### src/rtl/lcdw_pkg.sv
// ----------------------------------------------------------------------------
// lcdw_pkg
// Shared constants, types and phase tables for the four-bit LCD write
// sequencer.
// ----------------------------------------------------------------------------
package lcdw_pkg;

    localparam int WAIT_BITS_DEFAULT = 16;
    localparam int CFG_BITS          = 16;
    localparam int PADDR_BITS        = 3;

    localparam logic [CFG_BITS-1:0] LONG_WAIT_RESET  = 16'd2000;
    localparam logic [CFG_BITS-1:0] SHORT_WAIT_RESET = 16'd20;

    // Register indexes on the configuration port
    localparam logic REG_LONG_WAIT  = 1'b0;
    localparam logic REG_SHORT_WAIT = 1'b1;

    // Request codes
    localparam logic [1:0] CMD_TICK  = 2'd0;
    localparam logic [1:0] CMD_WCMD  = 2'd1;
    localparam logic [1:0] CMD_WDATA = 2'd2;
    localparam logic [1:0] CMD_INIT  = 2'd3;

    // Parts of one nibble transfer
    localparam logic [1:0] PART_SET    = 2'd0;
    localparam logic [1:0] PART_STROBE = 2'd1;
    localparam logic [1:0] PART_HOLD   = 2'd2;

    localparam logic [5:0] LAST_INIT_PHASE  = 6'd36;
    localparam logic [5:0] LAST_WRITE_PHASE = 6'd5;

    localparam logic [3:0] NIB_WAKE  = 4'h3;
    localparam logic [3:0] NIB_FOUR  = 4'h2;

    localparam logic [3:0][7:0] INIT_BYTES = {8'h06, 8'h01, 8'h0C, 8'h28};

    typedef struct packed {
        logic       first;     // initial all-low wait
        logic       pre;       // wake-up nibble
        logic       pre_two;   // wake-up nibble is 2 rather than 3
        logic [1:0] bsel;      // init byte select
        logic       hi;        // high nibble of the byte
        logic [1:0] part;
    } phase_ent_t;

    typedef phase_ent_t [63:0] phase_tab_t;

    typedef struct packed {
        logic [3:0] data_nibble;
        logic       reg_select;
        logic       enable;
        logic       busy_res;
        logic       rejected;
    } result_t;

    function automatic phase_tab_t init_table();
        phase_tab_t tab;
        int         k;
        tab = '0;
        for (int i = 0; i < 64; i++)
        begin
            if (i == 0)
            begin
                tab[i].first = 1'b1;
            end
            else if (i <= 12)
            begin
                k = i - 1;
                tab[i].pre     = 1'b1;
                tab[i].pre_two = ((k / 3) >= 3);
                tab[i].part    = 2'(k % 3);
            end
            else
            begin
                k = i - 13;
                tab[i].bsel = 2'((k / 6) & 3);
                tab[i].hi   = ((k % 6) < 3);
                tab[i].part = 2'(k % 3);
            end
        end
        return tab;
    endfunction

    function automatic phase_tab_t write_table();
        phase_tab_t tab;
        tab = '0;
        for (int i = 0; i < 64; i++)
        begin
            tab[i].hi   = ((i % 6) < 3);
            tab[i].part = 2'(i % 3);
        end
        return tab;
    endfunction

    localparam phase_tab_t INIT_TAB  = init_table();
    localparam phase_tab_t WRITE_TAB = write_table();

endpackage

### src/rtl/lcdw_phase.sv
// ----------------------------------------------------------------------------
// lcdw_phase
// Pin levels and wait count for the phase that is being entered.
// ----------------------------------------------------------------------------
module lcdw_phase #(
    parameter int WAIT_BITS = lcdw_pkg::WAIT_BITS_DEFAULT
) (
    input  logic                          init_mode,
    input  logic [5:0]                    idx,
    input  logic [7:0]                    byte_val,
    input  logic                          sel,
    input  logic [lcdw_pkg::CFG_BITS-1:0] long_wait,
    input  logic [lcdw_pkg::CFG_BITS-1:0] short_wait,
    output logic [5:0]                    pins,
    output logic [WAIT_BITS-1:0]          wait_load
);

    localparam logic [31:0] MAX_WAIT =
        (WAIT_BITS >= 32) ? 32'hFFFF_FFFF : ((32'd1 << WAIT_BITS) - 32'd1);

    lcdw_pkg::phase_ent_t          ent;
    logic [7:0]                    cur_byte;
    logic [3:0]                    nib;
    logic                          rs;
    logic [lcdw_pkg::CFG_BITS-1:0] w_sel;
    logic [lcdw_pkg::CFG_BITS-1:0] w_eff;
    logic [31:0]                   w_ext;

    always_comb
    begin
        ent      = init_mode ? lcdw_pkg::INIT_TAB[idx] : lcdw_pkg::WRITE_TAB[idx];
        cur_byte = init_mode ? lcdw_pkg::INIT_BYTES[ent.bsel] : byte_val;
        rs       = init_mode ? 1'b0 : sel;
        if (ent.pre)
            nib = ent.pre_two ? lcdw_pkg::NIB_FOUR : lcdw_pkg::NIB_WAKE;
        else
            nib = ent.hi ? cur_byte[7:4] : cur_byte[3:0];

        if (ent.first)
        begin
            pins  = 6'd0;
            w_sel = long_wait;
        end
        else
        begin
            pins  = {rs, (ent.part == lcdw_pkg::PART_STROBE), nib};
            w_sel = (ent.part == lcdw_pkg::PART_HOLD) ? long_wait : short_wait;
        end

        // zero wait still holds the phase for one tick; clamp to counter range
        w_eff     = (w_sel == '0) ? lcdw_pkg::CFG_BITS'(1) : w_sel;
        w_ext     = 32'(w_eff);
        wait_load = (w_ext > MAX_WAIT) ? MAX_WAIT[WAIT_BITS-1:0] : w_ext[WAIT_BITS-1:0];
    end

endmodule

### src/rtl/lcdw_core.sv
// ----------------------------------------------------------------------------
// lcdw_core
// Sequencer state: phase index, wait counter, held byte and pin levels.
// Advances by one tick on every transfer and forms that transfer's result.
// ----------------------------------------------------------------------------
module lcdw_core #(
    parameter int WAIT_BITS = lcdw_pkg::WAIT_BITS_DEFAULT
) (
    input  logic                          clk,
    input  logic                          rst_n,
    input  logic                          step_en,
    input  logic [1:0]                    cmd,
    input  logic [7:0]                    byte_value,
    input  logic [lcdw_pkg::CFG_BITS-1:0] long_wait,
    input  logic [lcdw_pkg::CFG_BITS-1:0] short_wait,
    output lcdw_pkg::result_t             res
);

    logic [5:0]           phase_reg,   phase_next;
    logic [WAIT_BITS-1:0] wait_reg,    wait_next;
    logic [7:0]           byte_reg,    byte_next;
    logic                 sel_reg,     sel_next;
    logic                 init_reg,    init_next;
    logic                 active_reg,  active_next;
    logic [5:0]           pins_reg,    pins_next;

    logic                 dec_init;
    logic [5:0]           dec_idx;
    logic [7:0]           dec_byte;
    logic                 dec_sel;
    logic [5:0]           dec_pins;
    logic [WAIT_BITS-1:0] dec_wait;
    logic                 start;
    logic                 advance;
    logic                 finish;
    logic [5:0]           last_phase;

    lcdw_phase #(
        .WAIT_BITS (WAIT_BITS)
    ) u_phase (
        .init_mode  (dec_init),
        .idx        (dec_idx),
        .byte_val   (dec_byte),
        .sel        (dec_sel),
        .long_wait  (long_wait),
        .short_wait (short_wait),
        .pins       (dec_pins),
        .wait_load  (dec_wait)
    );

    always_comb
    begin
        last_phase = init_reg ? lcdw_pkg::LAST_INIT_PHASE : lcdw_pkg::LAST_WRITE_PHASE;
        finish     = active_reg && (wait_reg <= WAIT_BITS'(1)) && (phase_reg >= last_phase);
        advance    = active_reg && (wait_reg <= WAIT_BITS'(1)) && (phase_reg < last_phase);
        start      = !active_reg && (cmd != lcdw_pkg::CMD_TICK);

        // one decoder serves both a fresh start and the next phase
        if (start)
        begin
            dec_init = (cmd == lcdw_pkg::CMD_INIT);
            dec_idx  = 6'd0;
            dec_byte = (cmd == lcdw_pkg::CMD_INIT) ? byte_reg : byte_value;
            dec_sel  = (cmd == lcdw_pkg::CMD_WDATA);
        end
        else
        begin
            dec_init = init_reg;
            dec_idx  = phase_reg + 6'd1;
            dec_byte = byte_reg;
            dec_sel  = sel_reg;
        end

        phase_next  = phase_reg;
        wait_next   = wait_reg;
        byte_next   = byte_reg;
        sel_next    = sel_reg;
        init_next   = init_reg;
        active_next = active_reg;
        pins_next   = pins_reg;

        if (finish)
        begin
            active_next = 1'b0;
            wait_next   = '0;
        end
        else if (advance)
        begin
            phase_next = dec_idx;
            wait_next  = dec_wait;
            pins_next  = dec_pins;
        end
        else if (active_reg)
        begin
            wait_next = wait_reg - WAIT_BITS'(1);
        end

        if (start)
        begin
            init_next   = dec_init;
            byte_next   = dec_byte;
            sel_next    = dec_sel;
            phase_next  = 6'd0;
            active_next = 1'b1;
            wait_next   = dec_wait;
            pins_next   = dec_pins;
        end

        res.data_nibble = pins_next[3:0];
        res.enable      = pins_next[4];
        res.reg_select  = pins_next[5];
        res.busy_res    = active_next;
        res.rejected    = active_reg && (cmd != lcdw_pkg::CMD_TICK);
    end

    always_ff @(posedge clk or negedge rst_n)
    begin
        if (!rst_n)
        begin
            phase_reg  <= '0;
            wait_reg   <= '0;
            byte_reg   <= '0;
            sel_reg    <= 1'b0;
            init_reg   <= 1'b0;
            active_reg <= 1'b0;
            pins_reg   <= '0;
        end
        else if (step_en)
        begin
            phase_reg  <= phase_next;
            wait_reg   <= wait_next;
            byte_reg   <= byte_next;
            sel_reg    <= sel_next;
            init_reg   <= init_next;
            active_reg <= active_next;
            pins_reg   <= pins_next;
        end
    end

    // idle means a cleared counter, running means a nonzero one
    a_idle_wait_zero: assert property (@(posedge clk) disable iff (!rst_n)
        !active_reg |-> (wait_reg == '0))
        else $error("wait counter nonzero while idle");

    a_active_wait_nonzero: assert property (@(posedge clk) disable iff (!rst_n)
        active_reg |-> (wait_reg != '0))
        else $error("wait counter reached zero during a sequence");

    a_count_down: assert property (@(posedge clk) disable iff (!rst_n)
        step_en && active_reg && (wait_reg > WAIT_BITS'(1))
        |=> active_reg && (wait_reg == $past(wait_reg) - WAIT_BITS'(1)))
        else $error("wait counter did not step down");

    a_write_ends: assert property (@(posedge clk) disable iff (!rst_n)
        step_en && active_reg && !init_reg && (wait_reg <= WAIT_BITS'(1))
        && (phase_reg >= lcdw_pkg::LAST_WRITE_PHASE)
        |=> !active_reg && !pins_reg[4])
        else $error("byte write did not end with enable low");

endmodule

### src/rtl/lcd_four_bit_write_sequencer.sv
// ----------------------------------------------------------------------------
// lcd_four_bit_write_sequencer
// Timed four-bit write sequencer for the six pins of a character LCD.
//
//   channel  direction  handshake             payload
//   in       input      in_valid / in_stall   cmd, byte_value
//   out      output     out_valid / out_stall data_nibble, reg_select,
//                                             enable, busy_res, rejected
//   cfg      input      APB psel/penable      long_wait (0x0), short_wait (0x4)
//
// Every input transfer is one tick and yields one registered result in the next cycle.
// A transfer is taken in every cycle in which in_stall is low; the sequencer
// state loop closes within the core and the result register parts the two channels.
// in_stall is high only while a result waits and out_stall is high.
// Reset clears the core pin register and idles the sequencer; waits take defaults.
// ----------------------------------------------------------------------------
module lcd_four_bit_write_sequencer #(
    parameter int WAIT_BITS = lcdw_pkg::WAIT_BITS_DEFAULT
) (
    input  logic                            clk,
    input  logic                            rst_n,
    input  logic                            in_valid,
    output logic                            in_stall,
    input  logic [1:0]                      cmd,
    input  logic [7:0]                      byte_value,
    output logic                            out_valid,
    input  logic                            out_stall,
    output logic [3:0]                      data_nibble,
    output logic                            reg_select,
    output logic                            enable,
    output logic                            busy_res,
    output logic                            rejected,
    input  logic                            psel,
    input  logic                            penable,
    input  logic                            pwrite,
    input  logic [lcdw_pkg::PADDR_BITS-1:0] paddr,
    input  logic [31:0]                     pwdata,
    output logic [31:0]                     prdata,
    output logic                            pready
);

    logic [lcdw_pkg::CFG_BITS-1:0] long_wait_reg,  long_wait_next;
    logic [lcdw_pkg::CFG_BITS-1:0] short_wait_reg, short_wait_next;
    logic                          out_valid_reg,  out_valid_next;
    lcdw_pkg::result_t             res_reg;
    lcdw_pkg::result_t             step_res;
    logic                          accept;
    logic                          cfg_wr;

    assign pready   = 1'b1;
    assign cfg_wr   = psel && penable && pwrite && pready;
    assign in_stall = out_valid_reg && out_stall;
    assign accept   = in_valid && !in_stall;

    always_comb
    begin
        long_wait_next  = long_wait_reg;
        short_wait_next = short_wait_reg;
        if (cfg_wr)
        begin
            case (paddr[2])
                lcdw_pkg::REG_LONG_WAIT:  long_wait_next  = pwdata[lcdw_pkg::CFG_BITS-1:0];
                lcdw_pkg::REG_SHORT_WAIT: short_wait_next = pwdata[lcdw_pkg::CFG_BITS-1:0];
                default:                  long_wait_next  = long_wait_reg;
            endcase
        end

        case (paddr[2])
            lcdw_pkg::REG_LONG_WAIT:  prdata = 32'(long_wait_reg);
            lcdw_pkg::REG_SHORT_WAIT: prdata = 32'(short_wait_reg);
            default:                  prdata = 32'd0;
        endcase

        // hold a waiting result, load a fresh one on each transfer
        out_valid_next = accept || in_stall;
    end

    always_ff @(posedge clk or negedge rst_n)
    begin
        if (!rst_n)
        begin
            long_wait_reg  <= lcdw_pkg::LONG_WAIT_RESET;
            short_wait_reg <= lcdw_pkg::SHORT_WAIT_RESET;
            out_valid_reg  <= 1'b0;
        end
        else
        begin
            long_wait_reg  <= long_wait_next;
            short_wait_reg <= short_wait_next;
            out_valid_reg  <= out_valid_next;
        end
    end

    always_ff @(posedge clk)
    begin
        if (accept)
            res_reg <= step_res;
    end

    lcdw_core #(
        .WAIT_BITS (WAIT_BITS)
    ) u_core (
        .clk        (clk),
        .rst_n      (rst_n),
        .step_en    (accept),
        .cmd        (cmd),
        .byte_value (byte_value),
        .long_wait  (long_wait_reg),
        .short_wait (short_wait_reg),
        .res        (step_res)
    );

    assign out_valid   = out_valid_reg;
    assign data_nibble = res_reg.data_nibble;
    assign reg_select  = res_reg.reg_select;
    assign enable      = res_reg.enable;
    assign busy_res    = res_reg.busy_res;
    assign rejected    = res_reg.rejected;

endmodule
### config.mk
export PLATFORM = sky130hd
export DESIGN_NAME = lcd_four_bit_write_sequencer
export DESIGN_NICKNAME = d
export VERILOG_FILES = /design/src/rtl/lcdw_pkg.sv /design/src/rtl/lcdw_phase.sv /design/src/rtl/lcdw_core.sv /design/src/rtl/lcd_four_bit_write_sequencer.sv
export SDC_FILE = /design/constraint.sdc
export NUM_CORES = 1
export LEC_CHECK = 0
export BUFFER_PORTS_ARGS = -buffer_cell sky130_fd_sc_hd__buf_2
export CAP_MARGIN = 20
export CORE_UTILIZATION = 62
export DETAILED_ROUTE_END_ITERATION = 12
export GPL_TIMING_DRIVEN = 0
export PLACE_DENSITY_LB_ADDON = 0.1
export SYNTH_ARGS = -nofsm -noshare
export SYNTH_HDL_FRONTEND = slang
export SYNTH_HIERARCHICAL = 1
export SYNTH_SLANG_ARGS = --single-unit
### constraint.sdc
create_clock -name clk -period 7.9 [get_ports clk]
set_input_delay 1.185 -clock clk [delete_from_list [all_inputs] [get_ports clk]]
set_output_delay 1.185 -clock clk [all_outputs]
set_load 0.005 [all_outputs]
==> results of run 1 <==
kinds of logic after synthesis:
kind of cell / count (synthesis) / share of synthesized area, %
AO/OA/AOI/OAI: 139 / 17.2
flip-flops: 80 / 34.4
buffers and inverters: 76 / 7.82
AND/OR/NAND/NOR: 174 / 16.3
adder cells (fa/ha/maj): 11 / 2.31
multiplexers: 104 / 20.9
other: 2 / 0.126
XOR/XNOR: 7 / 1.03
Yosys cell counts (9+ instances only):
cell type and n:
o2111ai_1 14, ha_1 11, o31ai_1 17, clkbuf_1 18
buf_6 9, inv_1 18, and2_1 19, buf_4 21
mux2_2 66, o21ai_0 12, nor4_1 12, mux2_1 11
nor2_1 37, mux2_4 19, a21oi_1 25, nor2b_1 13
a31oi_1 12, dfrtp_1 64, nand2_1 36, nor3_1 12
metrics by stage:
stage	area (um^2)	power [mW]	hold WS [ns]
floorplan	6020	1.89	0.450
global placement	6470	2.22	0.461
detailed placement	6480	2.27	0.483
CTS	6700	2.61	0.504
global route	6700	2.83	0.523
finish	6700	2.64	0.501
area by class of cell:
class | instances | area share [%]
Buffer | 57 | 5.90
Clock inverter | 6 | 1.38
Timing Repair Buffer | 58 | 4.37
Clock buffer | 10 | 1.91
Inverter | 19 | 1.06
Multi-Input combinational cell | 452 | 52.3
Sequential cell | 80 | 30.6
Tap cell | 129 | 2.41
critical path: cells and delay by family:
kind                     cells  cell delay [ns]
AO/OA/AOI/OAI                7             1.57
buffers and inverters        6             1.14
AND/OR/NAND/NOR              4             0.76
multiplexers                 2             0.66
adder cells (fa/ha/maj)      1             0.37
worst max path at each step:
| stage | slack [ns] | depth (start not counted) | start | end |
|---|---|---|---|---|
| after floorplan | 3.24 | 19 | cmd[1] | u_core/wait_reg[6] |
| after global placement | 2.27 | 20 | cmd[1] | u_core/wait_reg[10] |
| after detailed placement | 2.26 | 20 | cmd[1] | u_core/wait_reg[10] |
| after CTS | 2.63 | 20 | cmd[1] | u_core/wait_reg[8] |
| after global routing | 2.22 | 20 | cmd[1] | u_core/wait_reg[10] |
| final | 2.47 | 20 | cmd[1] | u_core/wait_reg[10] |
per-layer routing:
| layer | vias to the layer above | routed length (um) | track usage (%) |
|---|---|---|---|
| met5 | - | 17 | 0 |
| met4 | 2 | 247 | 7.69 |
| met3 | 25 | 919 | 5.64 |
| met2 | 199 | 6780 | 49.1 |
| met1 | 2431 | 6660 | 43.7 |
| li1 | 2342 | - | - |
power by group through the flow:
stage	logic, mW	registers [mW]	clock network (mW)
global route	1.77	0.691	0.365
CTS	1.60	0.671	0.344
global placement	1.55	0.669	0
floorplan	1.25	0.641	0
detailed placement	1.59	0.679	0
finish	1.62	0.674	0.341
==> results.toml, run 1 <==
[sta]
worst_pin_slew_ns = 0.928
setup-violations-final = 0
rsz0062_at_grt = "false"
max-slew-margin-rel_pct = 38.2
post-route-min-period_ns = 5.43
clock.fmax_mhz = 184
min_period_over_period_pct = 68.8
final.setup.worst_slack_ns = 2.47
hold_viol_final = 0
timing_max_transition_violations_final = 0
finalClockSkew_ns = 0.0128
setup_total_negative_slack_ns = 0

[routing]
vias_per_cell = 6.16
drc_errors = 0
detailroute.via_count = 4999
routedWlPerCell_um = 18.0
drt_wl_total_um = 14600
first_iter_violations = 328
dr.pass1.iters = 5
ant_nets = 0

[floorplan]
design.die.area_um2 = 10000
core.rowCount = 35
initial_cell_density_of_the_core_pct = 64.3
core-area_um2 = 9280
floorplan.die.height_um = 100
dieWidth_um = 100
boundaryPins = 95

[worst_hold_path]
hold_path_end = "u_core/pins_reg[1]"
timing.hold.worst_path_depth = 1
timing.hold.worst.class = "reg2reg"
timing.hold.worst.start = "u_core/pins_reg[1]"

[clock_tree]
cts_sinks = 80
cts.htree.levels = 3
cts_resized = 0
cts_tree = "built"
post_cts_setup_buffers = 0
cts_root_buffer = "clkbuf_8"
cts_made_buffers = 9
clk_pin_slew_worst_paths_ns = 0.09
cts_hold_buffers = 0
ctsLongestPathBuffers = 2
clk-insertion-delay-late_ns = 0.36

[grt]
antenna_found_initial = 1
first_global_vias = 4806
grt_max_degree = 73
grt_first_pass_wirelength_um = 24200
grt_util_all_layers_pct = 30.8
overflow = 0

[synth]
synthesis.area_um2 = 5970
post_synth_main_area_contributors = "dfrtp_1, mux2_2, mux2_4, edfxtp_1, dfstp_2"
synth.top_cell.area_share_pct = 26.8
synth_enable_flop_cells = 8
async_reset_ff_share_pct = 90.0
sequential_fraction_of_the_synthesis_area_pct = 34.4
syn_area_per_cell_um2 = 10.1
synth-seq-cells = 80
synthesis.instances = 593
synth-warning-count = 6
synth_cell_type_count = 75
dominantRegCellSynth = "dfrtp_1"
synth_top_cell_by_area = "dfrtp_1"

[final_layout]
most-common-layout-cells = "mux2_2, dfrtp_1, buf_2"
multiInputGateArea_um2 = 3500
layout-drive-gt1-share_pct = 32.7
antennaDiodeCount = 0
fillers = 750
final_core_utilization_pct = 72.1
finalNonFillerCells = 811
areaGrowthSynthToFinish_pct = 12.2
fin_nets = 740
mostFrequentLayoutCell = "mux2_2"
register_area_um2 = 2050

[worst_setup_path]
worst_setup_path_end_kind = "flip-flop"
crit_path_top_delay_cell = "o31ai_1"
worst-setup-path-type = "in2reg"
worst-endpoint-required_ns = 8.18
r2r_setup_slack_ns = 2.83
reg2regPathDepth = 20
timing.critical_path.fanout_max = 10
worstReg2RegStart = "u_core/active_reg"
r2r_endpoint = "u_core/wait_reg[10]"
worstPathArrival_ns = 5.71
cp_cell_sequence = "buf_2 -> o21ba_2 -> clkbuf_1 -> clkbuf_1 -> nor2_1 -> inv_1 -> ha_1 -> inv_1 -> mux4_2 -> nor2_1 -> nor3_1 -> a311oi_2 -> o21ai_4 -> buf_6 -> mux2_4 -> and2_1 -> o2111ai_1 -> o31ai_1 -> a31oi_1 -> o22ai_1"
startpoint_type_of_the_worst_setup_path = "primary input"
worst_path_largest_cell_delay_ns = 0.53

[place]
place_inst = 795
hpwlAfterDp_um = 10800
place_worst_setup_slack_ns = 2.26
placement.io_buffers = 58
finalWeightedCongestion = 0.999

[job]
max_cap_violations = 0

[status]
outcome = "completed"

[power_and_ir_drop]
pwr-share-comb_pct = 61.6
switching_share_pct = 44.0
p_leak_nw = 2.89
power.sequential.fraction_pct = 25.5
power_frac_clock_pct = 12.9
internal-power_mw = 1.48
power.density_cell_area_nw_per_um2 = 394
irDropWorstVdd_mv = 0.263
switching_power_mw = 1.16
(Power assumes the default switching activity.)
==> inputs of run 2 (changes only) <==
- ABC_AREA: unset -> 1
- CORE_UTILIZATION: 62 -> 52
- clock period: 7.9 -> 4.8 ns (I/O delays scaled with it)
==> run 2 against run 1 <==
  * Core utilization is 11 points lower
  * Combinational power is 22% higher
  * Synthesized area is 1.3% lower
  * Total power is 40% higher
  * Synthesized cell count is 45% higher
  * Largest power group unchanged
==> results.toml, run 2 <==
[synth]
post_synth_most_frequent_cells = "nand2_1, nand3_1, inv_1, dfrtp_1, nor2_1"
synth.top_cell.area_share_pct = 27.2
post_synth_main_area_contributors = "dfrtp_1, nand2_1, nand3_1, inv_1, edfxtp_1"
syn_area_per_cell_um2 = 6.84
sequential_fraction_of_the_synthesis_area_pct = 34.8
async_reset_ff_share_pct = 90.0
dominantRegCellSynth = "dfrtp_1"
synth-seq-cells = 80
synthesis.instances = 861
synth-warning-count = 6
synth_enable_flop_cells = 8
synthesis.area_um2 = 5890
synthMostInstantiatedCell = "nand2_1"
synth_cell_type_count = 44
synth_top_cell_by_area = "dfrtp_1"

[worst_setup_path]
worstPathBufferInverterCount = 9
worst-setup-path-type = "in2reg"
reg2regPathDepth = 30
r2r_endpoint = "u_core/wait_reg[0]"
timing.critical_path.fanout_max = 10
worst-endpoint-required_ns = 5.07
cp_top_family = "simple AND/OR/NAND/NOR gates"
worstReg2RegStart = "u_core/active_reg"
timing.critical_path.from = "cmd[1]"
startpoint_type_of_the_worst_setup_path = "primary input"
worst_path_largest_cell_delay_ns = 0.32
worst_setup_path_end_kind = "flip-flop"
r2r_setup_slack_ns = 0.91
worstPathArrival_ns = 4.38
critPathMostFrequentCell = "nand2_1"
crit_path_top_delay_cell = "ha_1"

[clock_tree]
cts.htree.levels = 3
clk-insertion-delay-late_ns = 0.35
cts_tree = "built"
cts_sinks = 80
ctsLongestPathBuffers = 2
cts_made_buffers = 9
post_cts_setup_buffers = 0
clk_pin_slew_worst_paths_ns = 0.06
cts_hold_buffers = 0
cts_root_buffer = "clkbuf_16"
cts_resized = 0

[sta]
clock.fmax_mhz = 243
timing_max_transition_violations_final = 0
max-slew-margin-rel_pct = 35.4
setup-violations-final = 0
worst_pin_slew_ns = 0.966
hold_viol_final = 0
finalClockSkew_ns = 0.00594
rsz0062_at_grt = "false"
final.setup.worst_slack_ns = 0.690
setup_total_negative_slack_ns = 0
post-route-min-period_ns = 4.11
min_period_over_period_pct = 85.6

[final_layout]
fin_nets = 1009
final_core_utilization_pct = 61.5
layout-drive-gt1-share_pct = 19.2
finalNonFillerCells = 1091
most-common-layout-cells = "nand2_1, nand3_1, inv_1"
areaGrowthSynthToFinish_pct = 14.2
mostFrequentLayoutCell = "nand2_1"
antennaDiodeCount = 0

[job]
max_cap_violations = 0

[place]
placement.io_buffers = 58
hpwlAfterDp_um = 11400
place_inst = 1075
place_worst_setup_slack_ns = 0.378
finalWeightedCongestion = 0.855

[routing]
drc_errors = 0
dr.pass1.iters = 6
first_iter_violations = 461
vias_per_cell = 5.26
detailroute.via_count = 5744
drt_wl_total_um = 15200
ant_nets = 0
routedWlPerCell_um = 13.9

[power_and_ir_drop]
p_leak_nw = 3.67
power.density_cell_area_nw_per_um2 = 548
irDropWorstVdd_mv = 0.238

[grt]
first_global_vias = 5282
grt_max_degree = 68
grt_first_pass_wirelength_um = 25500
antenna_found_initial = 0
grt_util_all_layers_pct = 27.9
overflow = 0

[floorplan]
boundaryPins = 95
core.rowCount = 38
dieWidth_um = 108
floorplan.die.height_um = 108
design.die.area_um2 = 11800
core-area_um2 = 10900
initial_cell_density_of_the_core_pct = 53.8

[worst_hold_path]
timing.hold.worst.class = "in2async"

[status]
outcome = "completed"
[run 2: cells by family (layout without fill, tap and decap cells)]
group           count (synthesis)  in the layout  synth area share (%)
flops                          80             80                  34.8
mux                             2              2                 0.361
buf+inv                       135            210                  11.4
compound gates                 64             64                  6.59
other cells                     2             17                 0.128
simple gates                  557            557                  42.8
xor+xnor                       10             10                  1.49
fa+ha+maj                      11             11                  2.34
[run 2: worst register-to-register path, delay by kind of cell, from the launching register on]
kind,cells,cell delay (ns)
flip-flops,1,0.37
buffers and inverters,8,1.17
adder cells (fa/ha/maj),1,0.32
AND/OR/NAND/NOR,20,1.80
AO/OA/AOI/OAI,1,0.15
[run 2: metal layers]
metal  part of all wire, %  GRT usage, %  vias up
met4                   1.6          9.27        0
li1                      -             -     2874
met1                    47          38.9     2654
met5                     0             0        -
met2                    47          44.7      192
met3                   4.9          3.68       24
[run 2: worst max path at each step]
| stage | to | slack, ns | depth (start not counted) |
|---|---|---|---|
| floorplan | u_core/wait_reg[0] | 1.29 | 31 |
| global placement | u_core/wait_reg[0] | 0.57 | 32 |
| detailed placement | u_core/wait_reg[0] | 0.38 | 32 |
| CTS | u_core/wait_reg[0] | 0.73 | 32 |
| global route | u_core/wait_reg[0] | 0.26 | 32 |
| finish | u_core/wait_reg[0] | 0.69 | 32 |
[run 2: where the power goes]
group | leakage, nW | total, mW | switching, mW | internal, mW
combinational | 2.57 | 1.97 | 1.28 | 0.687
clock | 0.135 | 0.661 | 0.295 | 0.366
sequential | 0.961 | 1.06 | 0.168 | 0.887
[run 2: area by class of cell]
type	count	area, um^2
Timing Repair Buffer	59	320
Clock buffer	10	239
Inverter	86	323
Sequential cell	80	2050
Fill cell	1028	4210
Multi-Input combinational cell	661	3220
Tap cell	140	175
Buffer	49	349
Clock inverter	6	42.5
[run 2: stage by stage]
stage	total power [mW]	instance area (um^2)	hold WS, ns
6_report	3.68	6720	0.178
5_1_grt	4.01	6720	0.176
4_1_cts	3.67	6720	0.171
3_5_place_dp	2.99	6440	0.463
3_3_place_gp	2.93	6410	0.461
2_1_floorplan	2.50	5940	0.424
==> inputs of run 3 (changes only) <==
- clock period: 4.8 -> 3.36 ns (I/O delays scaled with it)
==> run 3 against run 2 <==
  * First-iteration DRC count decreased by 3.0%
  * Critical path depth down 1
  * Non-clock buffer count increased by 15
  * Critical path type unchanged
  * Register-to-register slack got worse by 0.72 ns
  * Sequential cell count unchanged
==> results.toml, run 3 (synthesized netlist as in run 2, its figures left out) <==
[worst_setup_path]
worst_path_largest_cell_delay_ns = 0.28
cp_top_family = "simple AND/OR/NAND/NOR gates"
worstPathBufferInverterCount = 7
r2r_setup_slack_ns = 0.19
worstPathArrival_ns = 3.48
crit_path_top_delay_cell = "nor2_2"
timing.critical_path.fanout_max = 10
worst_setup_path_end_kind = "flip-flop"
critPathMostFrequentCell = "nand2_1"
startpoint_type_of_the_worst_setup_path = "primary input"
worst-setup-path-type = "in2reg"
worst-endpoint-required_ns = 3.63

[status]
outcome = "completed"

[job]
max_cap_violations = 0

[floorplan]
design.die.area_um2 = 11800
initial_cell_density_of_the_core_pct = 53.8
core-area_um2 = 10900
dieWidth_um = 108
boundaryPins = 95
core.rowCount = 38
floorplan.die.height_um = 108

[final_layout]
areaGrowthSynthToFinish_pct = 18.8
most-common-layout-cells = "nand2_1, nand3_1, inv_1"
layout-drive-gt1-share_pct = 24.0
mostFrequentLayoutCell = "nand2_1"
antennaDiodeCount = 0
fin_nets = 1024

[grt]
overflow = 0
grt_max_degree = 68
grt_first_pass_wirelength_um = 25700
antenna_found_initial = 0
grt_util_all_layers_pct = 28.1
first_global_vias = 5333

[clock_tree]
cts_made_buffers = 9
ctsLongestPathBuffers = 2
clk-insertion-delay-late_ns = 0.35
cts.htree.levels = 3
cts_sinks = 80
cts_tree = "built"
cts_root_buffer = "clkbuf_16"
clk_pin_slew_worst_paths_ns = 0.06

[place]
place_worst_setup_slack_ns = -0.846
placement.io_buffers = 58
finalWeightedCongestion = 0.855
hpwlAfterDp_um = 11400

[sta]
setup_total_negative_slack_ns = 0
setup-violations-final = 0
final.setup.worst_slack_ns = 0.153
timing_max_transition_violations_final = 0
min_period_over_period_pct = 95.4
post-route-min-period_ns = 3.21
finalClockSkew_ns = 0.00488
rsz0062_at_grt = "true"
hold_viol_final = 0
max-slew-margin-rel_pct = 33.4
clock.fmax_mhz = 312
worst_pin_slew_ns = 0.995

[routing]
routedWlPerCell_um = 14.0
drt_wl_total_um = 15500
detailroute.via_count = 5804
dr.pass1.iters = 5
drc_errors = 0
vias_per_cell = 5.25
first_iter_violations = 447
ant_nets = 0

[power_and_ir_drop]
p_leak_nw = 3.76
switching_power_mw = 2.60
power_frac_clock_pct = 17.1
power.sequential.fraction_pct = 27.4
irDropWorstVdd_mv = 0.341
switching_share_pct = 47.2
internal-power_mw = 2.91
pwr-share-comb_pct = 55.4
power.density_cell_area_nw_per_um2 = 789

[worst_hold_path]
timing.hold.worst.class = "in2reg"
[run 3: path summary, 6_finish.rpt]
kind,end,depth (start not counted),from
max,u_core/wait_reg[0],31,cmd[1]
min,out_valid,3,in_valid
max reg2reg,u_core/wait_reg[0],27,u_core/phase_reg[0]
min reg2reg,long_wait_reg[4],2,long_wait_reg[4]
max in group asynchronous,long_wait_reg[7],3,rst_n
min in group asynchronous,u_core/pins_reg[0],2,rst_n
[run 3: final cells by class]
type	instances	area, um^2
Clock inverter	6	42.5
Fill cell	999	3940
Tap cell	140	175
Buffer	49	368
Multi-Input combinational cell	661	3350
Clock buffer	10	239
Inverter	86	325
Sequential cell	80	2050
Timing Repair Buffer	74	435
[run 3: metrics by stage]
| stage | area (um^2) | power [mW] | cells | hold slack (ns) | utilization (%) |
|---|---|---|---|---|---|
| after floorplan | 5940 | 3.57 | 876 | 0.208 | - |
| after global placement | 6410 | 4.19 | 1074 | 0.461 | 58.6 |
| after detailed placement | 6440 | 4.28 | 1075 | 0.328 | 58.9 |
| after CTS | 6820 | 5.29 | 1100 | 0.370 | 62.4 |
| after global routing | 6990 | 5.97 | 1106 | 0.382 | 63.9 |
| final | 6990 | 5.51 | 1106 | 0.371 | 63.9 |
[run 3: power by group through the flow]
stage	Combinational [mW]	Clock [mW]	Sequential [mW]
finish	3.06	0.944	1.51
global route	3.42	1.00	1.55
CTS	2.82	0.967	1.51
detailed placement	2.76	0	1.52
global placement	2.68	0	1.51
floorplan	2.11	0	1.46
[run 3: worst reg2reg max path, stage by stage (launching register included)]
cell and delay, ns:
dfrtp_2 0.44, ha_1 0.19, nand2_1 0.06, inv_1 0.12, nand2_1 0.06, nand2_1 0.06, nand2_1 0.06, a31oi_2 0.17
buf_4 0.21, inv_2 0.12, nand3_1 0.14, nand3_2 0.12, nand2_2 0.09, nand2_2 0.07, nand2_2 0.10, nand2_4 0.08
buf_6 0.15, nand3_1 0.07, nand2_1 0.11, nor2_1 0.13, nand2_1 0.06, nor2_1 0.09, nand2_1 0.05, nand2_1 0.06
inv_1 0.04, nand2_1 0.06, nand2_1 0.05, o21ai_1 0.12
[run 3: layer usage]
| layer | vias to the layer above | global-route usage, % | share of wire (%) |
|---|---|---|---|
| met2 | 215 | 45.1 | 47 |
| met3 | 23 | 3.68 | 5.9 |
| met5 | - | 0 | 0 |
| met4 | 0 | 9.27 | 1.7 |
| li1 | 2904 | - | - |
| met1 | 2662 | 39.2 | 45 |
[run 3: what timing repair did]
item,CTS,global route
endpoints found under the hold margin,5,0
hold buffers,1,0
buffers inserted,8,6
pin swaps,0,8
endpoints found under the setup margin,17,10
resized for setup,10,37
